<file path="config.mk">
export PLATFORM = sky130hd
export DESIGN_NAME = multichannel_pcm_mixer
export DESIGN_NICKNAME = d
export VERILOG_FILES = /design/src/design/pcmmix_pkg.sv /design/src/design/pcmmix_lane.sv /design/src/design/pcmmix_merge.sv /design/src/design/multichannel_pcm_mixer.sv
export SDC_FILE = /design/constraint.sdc
export NUM_CORES = 2
export LEC_CHECK = 0
export BUFFER_PORTS_ARGS = -buffer_cell sky130_fd_sc_hd__buf_2
export CAP_MARGIN = 20
export CELL_PAD_IN_SITES_DETAIL_PLACEMENT = 0
export CELL_PAD_IN_SITES_GLOBAL_PLACEMENT = 1
export CORE_MARGIN = 10
export CORE_UTILIZATION = 45
export CTS_BUF_LIST = sky130_fd_sc_hd__clkbuf_4 sky130_fd_sc_hd__clkbuf_8 sky130_fd_sc_hd__clkbuf_16
export DETAILED_ROUTE_END_ITERATION = 12
export GPL_TIMING_DRIVEN = 0
export PLACE_DENSITY_LB_ADDON = 0.1
export SLEW_MARGIN = 20
export SYNTH_ARGS = -nofsm -noshare
export SYNTH_HDL_FRONTEND = slang
export SYNTH_SLANG_ARGS = --single-unit
</file>
<file path="constraint.sdc">
create_clock -name clock -period 6.51 [get_ports clock]
set_input_delay 0.3255 -clock clock [delete_from_list [all_inputs] [get_ports clock]]
set_output_delay 0.3255 -clock clock [all_outputs]
set_load 0.05 [all_outputs]
</file>
<file path="src/design/pcmmix_pkg.sv">
package pcmmix_pkg;

   localparam int NUM_CHANNELS = 8;
   localparam int COUNT_BITS   = 20;
   localparam int PAD_SAMPLES  = 32;
   localparam int TERM_BITS    = 9;
   localparam int SUM_BITS     = TERM_BITS + $clog2(NUM_CHANNELS + 1);

   typedef enum logic [1:0] {
      OP_TICK   = 2'd0,
      OP_START  = 2'd1,
      OP_STOP   = 2'd2,
      OP_SETVOL = 2'd3
   } op_type;

   typedef logic signed [TERM_BITS-1:0] term_type;

   typedef struct packed {
      op_type      op;
      logic [2:0]  channel;
      logic [6:0]  volume;
      logic [19:0] header_count;
      logic [7:0]  sample_0;
      logic [7:0]  sample_1;
      logic [7:0]  sample_2;
      logic [7:0]  sample_3;
      logic [7:0]  sample_4;
      logic [7:0]  sample_5;
      logic [7:0]  sample_6;
      logic [7:0]  sample_7;
   } req_type;

   typedef struct packed {
      logic [7:0] mixed_sample;
      logic [7:0] consumed_mask;
      logic [7:0] playing_mask;
      logic       start_accepted;
   } rsp_type;

   // decoded command shared by all lanes
   typedef struct packed {
      logic                  accept;
      logic                  load2;
      logic                  tick_en;
      logic                  start_ok;
      logic                  stop;
      logic                  setvol;
      logic [6:0]            volume;
      logic [COUNT_BITS-1:0] length;
   } ctl_type;

endpackage

</file>
<file path="src/design/pcmmix_lane.sv">
module pcmmix_lane (
   input  logic               clock,
   input  logic               reset,
   input  pcmmix_pkg::ctl_type ctl,
   input  logic               select,
   input  logic [7:0]         sample,
   output logic               active,
   output logic               active_next,
   output logic               consume,
   output pcmmix_pkg::term_type term
);
   import pcmmix_pkg::*;

   logic                  active_ff, active_in;
   logic [COUNT_BITS-1:0] position_ff, position_in;
   logic [COUNT_BITS-1:0] length_ff, length_in;
   logic [6:0]            volume_ff, volume_in;
   logic [14:0]           prod_ff, prod_in;
   logic                  neg_ff;
   term_type              term_ff, term_in;
   logic [COUNT_BITS-1:0] pos_inc;
   logic [7:0]            mag;
   logic [14:0]           div_sum;
   logic [7:0]            quot;

   assign consume = ctl.tick_en && active_ff;
   assign pos_inc = position_ff + COUNT_BITS'(1);

   // channel state update for the accepted word
   always_comb begin
      active_in   = active_ff;
      position_in = position_ff;
      length_in   = length_ff;
      volume_in   = volume_ff;
      if (ctl.accept) begin
         if (consume) begin
            position_in = pos_inc;
            if (pos_inc >= length_ff) begin
               active_in = 1'b0;
            end
         end
         if (ctl.start_ok && select) begin
            length_in   = ctl.length;
            position_in = '0;
            volume_in   = ctl.volume;
            active_in   = 1'b1;
         end
         if (ctl.stop && select) begin
            active_in = 1'b0;
         end
         if (ctl.setvol && select) begin
            volume_in = ctl.volume;
         end
      end
   end

   always_ff @(posedge clock) begin
      if (reset) begin
         active_ff   <= 1'b0;
         position_ff <= '0;
         length_ff   <= '0;
         volume_ff   <= '0;
      end else begin
         active_ff   <= active_in;
         position_ff <= position_in;
         length_ff   <= length_in;
         volume_ff   <= volume_in;
      end
   end

   // magnitude of the offset-binary sample, then scale by volume
   assign mag     = sample[7] ? {1'b0, sample[6:0]} : 8'(8'd128 - sample);
   assign prod_in = consume ? 15'(mag) * 15'(volume_ff) : '0;

   always_ff @(posedge clock) begin
      if (ctl.accept) begin
         prod_ff <= prod_in;
         neg_ff  <= ~sample[7];
      end
   end

   // divide by 127: exact for products up to 127 * 128
   assign div_sum = prod_ff + (prod_ff >> 7) + 15'd1;
   assign quot    = div_sum[14:7];
   assign term_in = neg_ff ? -term_type'({1'b0, quot}) : term_type'({1'b0, quot});

   always_ff @(posedge clock) begin
      if (ctl.load2) begin
         term_ff <= term_in;
      end
   end

   assign active      = active_ff;
   assign active_next = active_in;
   assign term        = term_ff;

endmodule

</file>
<file path="src/design/pcmmix_merge.sv">
module pcmmix_merge (
   input  pcmmix_pkg::term_type terms [pcmmix_pkg::NUM_CHANNELS],
   output logic [7:0]           mixed
);
   import pcmmix_pkg::*;

   logic signed [SUM_BITS-1:0] sum;
   logic signed [SUM_BITS-1:0] clamped;

   // add the lane terms
   always_comb begin
      sum = '0;
      for (int c = 0; c < NUM_CHANNELS; c++) begin
         sum = sum + SUM_BITS'(terms[c]);
      end
   end

   // clamp to the signed byte range, then shift back to unsigned
   always_comb begin
      clamped = sum;
      if (sum > SUM_BITS'(127)) begin
         clamped = SUM_BITS'(127);
      end else if (sum < -SUM_BITS'(128)) begin
         clamped = -SUM_BITS'(128);
      end
   end

   assign mixed = clamped[7:0] ^ 8'h80;

endmodule

</file>
<file path="src/design/multichannel_pcm_mixer.sv">
// Path: a result word passes the product, divided-term and output registers after its request is accepted.
// Throughput: one word per cycle unless rsp_stall holds the pipeline; lane state
// updates in the accept cycle, so each word sees the previous one's effect with no wait.
// The three-register pipeline (product, divided term, output) holds on rsp_stall.
// Reset (synchronous, active high) clears enable, all channel state and all valids.
module multichannel_pcm_mixer (
   input  logic                clock,
   input  logic                reset,
   input  logic                req_valid,
   output logic                req_stall,
   input  pcmmix_pkg::req_type req_data,
   output logic                rsp_valid,
   input  logic                rsp_stall,
   output pcmmix_pkg::rsp_type rsp_data,
   input  logic                csr_valid,
   output logic                csr_ready,
   input  logic                csr_data
);
   import pcmmix_pkg::*;

   logic                  enable_ff, enable_in;
   logic                  s1_valid_ff, s1_valid_in;
   logic                  s2_valid_ff, s2_valid_in;
   logic                  rsp_valid_ff, rsp_valid_in;
   logic                  load_out, load2, accept;
   logic                  s1_free, s2_free, out_free;
   logic [COUNT_BITS-1:0] count;
   logic                  valid_ch;
   ctl_type               ctl;
   logic [7:0]            sample_arr [8];
   logic [7:0]            consumed_now, playing_now, active_now;
   term_type              terms [NUM_CHANNELS];
   logic [7:0]            mixed;
   logic [7:0]            s1_consumed_ff, s1_playing_ff;
   logic                  s1_started_ff;
   logic [7:0]            s2_consumed_ff, s2_playing_ff;
   logic                  s2_started_ff;
   rsp_type               rsp_ff;

   // configuration register
   assign csr_ready = 1'b1;
   assign enable_in = (csr_valid && csr_ready) ? csr_data : enable_ff;

   // pipeline flow control
   assign out_free  = !rsp_valid_ff || !rsp_stall;
   assign load_out  = s2_valid_ff && out_free;
   assign s2_free   = !s2_valid_ff || load_out;
   assign load2     = s1_valid_ff && s2_free;
   assign s1_free   = !s1_valid_ff || load2;
   assign req_stall = !s1_free;
   assign accept    = req_valid && s1_free;

   assign s1_valid_in  = accept || (s1_valid_ff && !load2);
   assign s2_valid_in  = load2 || (s2_valid_ff && !load_out);
   assign rsp_valid_in = load_out || (rsp_valid_ff && rsp_stall);

   always_ff @(posedge clock) begin
      if (reset) begin
         enable_ff    <= 1'b0;
         s1_valid_ff  <= 1'b0;
         s2_valid_ff  <= 1'b0;
         rsp_valid_ff <= 1'b0;
      end else begin
         enable_ff    <= enable_in;
         s1_valid_ff  <= s1_valid_in;
         s2_valid_ff  <= s2_valid_in;
         rsp_valid_ff <= rsp_valid_in;
      end
   end

   // decode the request word
   assign count    = COUNT_BITS'(req_data.header_count);
   assign valid_ch = 4'(req_data.channel) < 4'(NUM_CHANNELS);

   always_comb begin
      ctl.accept   = accept;
      ctl.load2    = load2;
      ctl.tick_en  = (req_data.op == OP_TICK) && enable_ff;
      ctl.start_ok = (req_data.op == OP_START) && enable_ff && valid_ch
                     && (count > COUNT_BITS'(PAD_SAMPLES));
      ctl.stop     = (req_data.op == OP_STOP);
      ctl.setvol   = (req_data.op == OP_SETVOL);
      ctl.volume   = req_data.volume;
      ctl.length   = count - COUNT_BITS'(PAD_SAMPLES);
   end

   assign sample_arr[0] = req_data.sample_0;
   assign sample_arr[1] = req_data.sample_1;
   assign sample_arr[2] = req_data.sample_2;
   assign sample_arr[3] = req_data.sample_3;
   assign sample_arr[4] = req_data.sample_4;
   assign sample_arr[5] = req_data.sample_5;
   assign sample_arr[6] = req_data.sample_6;
   assign sample_arr[7] = req_data.sample_7;

   // one lane per channel
   for (genvar c = 0; c < 8; c++) begin : g_lane
      if (c < NUM_CHANNELS) begin : g_on
         pcmmix_lane u_lane (
            .clock       (clock),
            .reset       (reset),
            .ctl         (ctl),
            .select      (req_data.channel == 3'(c)),
            .sample      (sample_arr[c]),
            .active      (active_now[c]),
            .active_next (playing_now[c]),
            .consume     (consumed_now[c]),
            .term        (terms[c])
         );
      end else begin : g_off
         assign active_now[c]   = 1'b0;
         assign playing_now[c]  = 1'b0;
         assign consumed_now[c] = 1'b0;
      end
   end

   pcmmix_merge u_merge (
      .terms (terms),
      .mixed (mixed)
   );

   // carry the per-word masks alongside the lane pipeline
   always_ff @(posedge clock) begin
      if (accept) begin
         s1_consumed_ff <= consumed_now;
         s1_playing_ff  <= playing_now;
         s1_started_ff  <= ctl.start_ok;
      end
      if (load2) begin
         s2_consumed_ff <= s1_consumed_ff;
         s2_playing_ff  <= s1_playing_ff;
         s2_started_ff  <= s1_started_ff;
      end
      if (load_out) begin
         rsp_ff.mixed_sample   <= mixed;
         rsp_ff.consumed_mask  <= s2_consumed_ff;
         rsp_ff.playing_mask   <= s2_playing_ff;
         rsp_ff.start_accepted <= s2_started_ff;
      end
   end

   assign rsp_valid = rsp_valid_ff;
   assign rsp_data  = rsp_ff;

`ifndef NO_ASSERTIONS
   a_idle_mix_silent: assert property (@(posedge clock) disable iff (reset)
      rsp_valid_ff && (rsp_ff.consumed_mask == 8'd0) |-> rsp_ff.mixed_sample == 8'h80)
      else $error("mixed word not silent with no channel consumed");

   a_start_no_consume: assert property (@(posedge clock) disable iff (reset)
      rsp_valid_ff && rsp_ff.start_accepted |-> rsp_ff.consumed_mask == 8'd0)
      else $error("start word reports consumed samples");

   a_tick_consumes_active: assert property (@(posedge clock) disable iff (reset)
      accept && (req_data.op == OP_TICK) && enable_ff
      |=> s1_consumed_ff == $past(active_now))
      else $error("enabled tick did not consume every playing channel");

   a_state_holds_idle: assert property (@(posedge clock) disable iff (reset)
      !accept |=> $stable(active_now))
      else $error("channel state changed without an accepted word");

   a_stall_when_full: assert property (@(posedge clock) disable iff (reset)
      s1_valid_ff && !load2 |-> req_stall)
      else $error("request taken while first stage is held");
`endif

endmodule

</file>
==> results.md <==
- Status: finished, final reports clean
- Crit path cell chain: fa_1 > ha_1 > inv_1 > fa_1 > nor2b_1 > o21ai_1 > a21boi_1 > o21a_1 > nor2_1 > o21ai_0 > xor2_1 > fa_1 > fa_1 > inv_1 > fa_1 > inv_1 > ha_1 > or4b_2 > o211ai_1 > a311oi_4 > a21boi_1 > a21o_2
- Post-synth top flop: dfxtp_1
- Flops & latches, synth: 647
- Largest net degree at the start of global routing: 67
- Layout cells sized above 1: 0.06810
- GP Congestion: 0.8885
- Register area share after synthesis: 0.3047
- Ys async rst share: 0
- Post-DRT Antenna Nets: 0
- Num rows: between 100 and 150
- Min Tclk post-route: 6185 ps
- Average cell area after synthesis: around 8.9 um^2
- GR Util All Layers: 0.2261
- Number of buffers created by CTS: 79
- Fin util: 0.5051
- CTS root buffer: clkbuf_16
- DR iter-0 viols: 2382
- Clk buf depth: 3
- Post-Route WL: roughly 150000 um
- Via count: 40440
- Port buffer count: approximately 110
- Type of origin of the critical path: register
- Filler Cell Count: between 10000 and 15000
- Die Area: 127300 um^2
- Drt first pass iters: 7
- Synth cell types: 92
- Max-slew headroom: 0.2379
- Worst vdd ir: slightly above 0.3 mV
- Grt ovf: 0
- Crit-path slowest cell: or4b_2
- Die width: between 300 and 400 um
- Final Hold Viols: 0
- Reg clk slew, reported paths: 60 ps
- Warnings, synthesis: 0
- Pwr/cell area: 215.6 nW/um^2
- CP required: 7020 ps
- Initial core utilization: 0.4535
- Synthesized cell area: around 51000 um^2
- Crit path buf inv count: 3
- Top Ports: 130
- EDFF count, synth: 259
- H-tree Lvls: 3
- WS Path Type: register to register
- Wirelength per Cell: 19.44 um
- Min Hold Slack: 60.09 ps
- Pleak: 24.82 nW
- Cells after Synth: 5715
- CTS Sinks: 647
- Arr. time, crit path: 6690 ps
- Slowest cell delay on critical path: 660 ps
- Worst Hold Class: input pin to register
- Initial antenna violation count: 13
- Crit path top cell by count: fa_1
- # DRC: 0
- Max Slew Vio Count: 0
- Vias in the first global route: 39470
- Syn Nets: 6626
- Maxcap violations: 0
- Slew at the pin with the worst max-slew slack: 1143 ps
- First-pass GRT wire length: about 230000 um
- Top delay family on crit path: adder cells
- # Post-CTS Setup Buffers: 0
- CTS tree: done
- Area grow syn2layout: 11.37%
- Die Height: 356.7 um
- RSZ-0062 raised after global routing: no
- Fmax: about 160 MHz
- Clock Latency Late Sink: 680 ps
- Clock Skew: 58.30 ps
- Final setup margin: 325.0 ps
- Core ar.: roughly 110000 um^2
- Layout Nets: slightly below 7000
- Vias per inst: between 5 and 6
- HPWL after DPL: 112600 um
- Crit-path max FO: 5
- Final period util: 0.9501
- DP Cell Count: 7337
- Post-layout power: 0.01225 W
- Final setup fails: 0
- Pre-CTS setup slack: ~100 ps
- Post-Layout Cell Count: 7496
- Critical Path Sink Type: register
## cells in the final DEF, fill, tap and decap left out, drive strengths merged, types with 12 or more instances in the layout
master / n
o211ai: 20
or2: 15
nor3: 146
and2: 187
and4: 15
buf: 168
nor4: 24
ha: 525
o21ai: 154
edfxtp: 259
nand2b: 29
a2111oi: 18
nand4: 47
nor2: 565
a311oi: 26
a21o: 134
o31ai: 13
o21a: 32
nand3b: 34
a41oi: 15
inv: 566
dfxtp: 388
a211oi: 133
a21oi: 342
mux2i: 76
fa: 284
nand2: 542
xnor2: 183
nand3: 173
xor2: 176
nor2b: 57
and3: 97
or3: 56
clkbuf: 281
a31oi: 39
clkinv: 32
bufinv: 12
or4: 12
## routing by layer
metal  wire length [um]  GRT usage
met3               7222    0.03627
met2              67270     0.3720
met1              65940     0.3006
met5                 46          0
met4               5220    0.07566
## layout make-up
cell class | instances | area (um^2) | area share
Antenna cell | 5 | 12.51 | 0.0002202
Buffer | 227 | 937.1 | 0.01649
Clock buffer | 100 | 2185 | 0.03844
Clock inverter | 48 | 690.7 | 0.01215
Inverter | 565 | 2121 | 0.03732
Multi-Input combinational cell | 4276 | 32590 | 0.5735
Sequential cell | 647 | 15540 | 0.2736
Tap cell | 1500 | 1877 | 0.03303
Timing Repair Buffer | 128 | 868.3 | 0.01528
## worst reg2reg max path, stage by stage, from the launching register on
cell and delay [ps]:
edfxtp_1 460, fa_1 540, ha_1 160, inv_1 50, fa_1 400, nor2b_1 130, o21ai_1 80, a21boi_1 190
o21a_1 130, nor2_1 50, o21ai_0 230, xor2_1 210, fa_1 470, fa_1 500, inv_1 60, fa_1 540
inv_1 50, ha_1 360, or4b_2 660, o211ai_1 170, a311oi_4 100, a21boi_1 360, a21o_2 150
## report_power, final
group / switching [W] / leakage [nW] / internal, W
logic: 0.00174 / 17.7 / 0.00121
registers: 0.0000651 / 5.69 / 0.00440
clock network: 0.00195 / 1.41 / 0.00290
## metrics by stage
step | area (um^2) | setup TNS, ps
floorplan | 51020 | 0
global placement | 53430 | -21630
detailed placement | 53860 | 0
CTS | 56790 | 0
global route | 56820 | 0
finish | 56830 | 0
## cell usage after synthesis (11+ instances only)
master     instances  share of area
nor2_1           559          0.041
a21o_1           129          0.019
buf_2             34         0.0033
and2_1           186          0.023
a211oi_1         133          0.020
dfxtp_1          388           0.15
nand3_1          173          0.017
and4_1            15         0.0026
nor4_1            22         0.0027
o211ai_1          20         0.0029
clkbuf_1         181          0.013
nand2_1          542          0.040
and3_1            92          0.011
a31oi_1           38         0.0047
nand2b_1          29         0.0036
inv_1            563          0.041
a21oi_1          340          0.033
edfxtp_1         259           0.15
o21ai_0          150          0.015
or2_2             15         0.0018
mux2i_1           76          0.015
a41oi_1           15         0.0026
fa_1             284           0.11
a311oi_1          25         0.0043
or3_1             55         0.0067
xnor2_1          183          0.031
a2111oi_0         18         0.0031
nand3b_1          34         0.0050
or4_1             11         0.0016
ha_1             525           0.13
xor2_1           176          0.030
nand4_1           47         0.0058
o31ai_1           13         0.0019
nor3_1           136          0.013
o21a_1            32         0.0047
nor2b_1           57         0.0070
## kinds of logic after synthesis
group                    share of synthesized area
AND/OR/NAND/NOR                             0.1896
flip-flops                                  0.3047
adder cells (fa/ha/maj)                     0.2402
multiplexers                               0.01690
AO/OA/AOI/OAI                               0.1276
buffers and inverters                      0.05939
XOR/XNOR                                   0.06162
other                                   0.00007350
## state kept, by name (all words and copies together), names as in the netlist
register / flops
g_lane.g_on.u_lane.length_ff: 160
g_lane.g_on.u_lane.prod_ff: 120
rsp_valid: 1
g_lane.g_on.u_lane.term: 72
enable_ff: 1
g_lane.g_on.u_lane.volume_ff: 56
s1_playing_ff: 8
s1_started_ff: 1
s1_valid_ff: 1
s2_consumed_ff: 8
s2_valid_ff: 1
g_lane.g_on.u_lane.neg_ff: 8
g_lane.g_on.u_lane.position_ff: 160
rsp_data: 25
s2_playing_ff: 8
s2_started_ff: 1
g_lane.g_on.u_lane.active: 8
s1_consumed_ff: 8
## path summary, 6_finish.rpt
check,cells after the start,endpoint,slack [ps],from
setup / recovery,22,rsp_data[20]$_SDFFCE_PN1P_,320,g_lane[1].g_on.u_lane.term[1]$_DFFE_PP_
hold / removal,3,g_lane[5].g_on.u_lane.length_ff[12]$_SDFFE_PP0P_,60,req_data[76]
setup reg to reg,22,rsp_data[20]$_SDFFCE_PN1P_,320,g_lane[1].g_on.u_lane.term[1]$_DFFE_PP_
hold reg to reg,0,rsp_data[8]$_DFFE_PP_,420,s2_playing_ff[7]$_DFFE_PP_
## repair_timing
action / in CTS / in global routing
hold endpoints to repair: 6 / 0
endpoints found under the setup margin: 0 / 7
hold buffers: 6 / 0
gates resized for setup: 0 / 8
(Power assumes the default switching activity.)
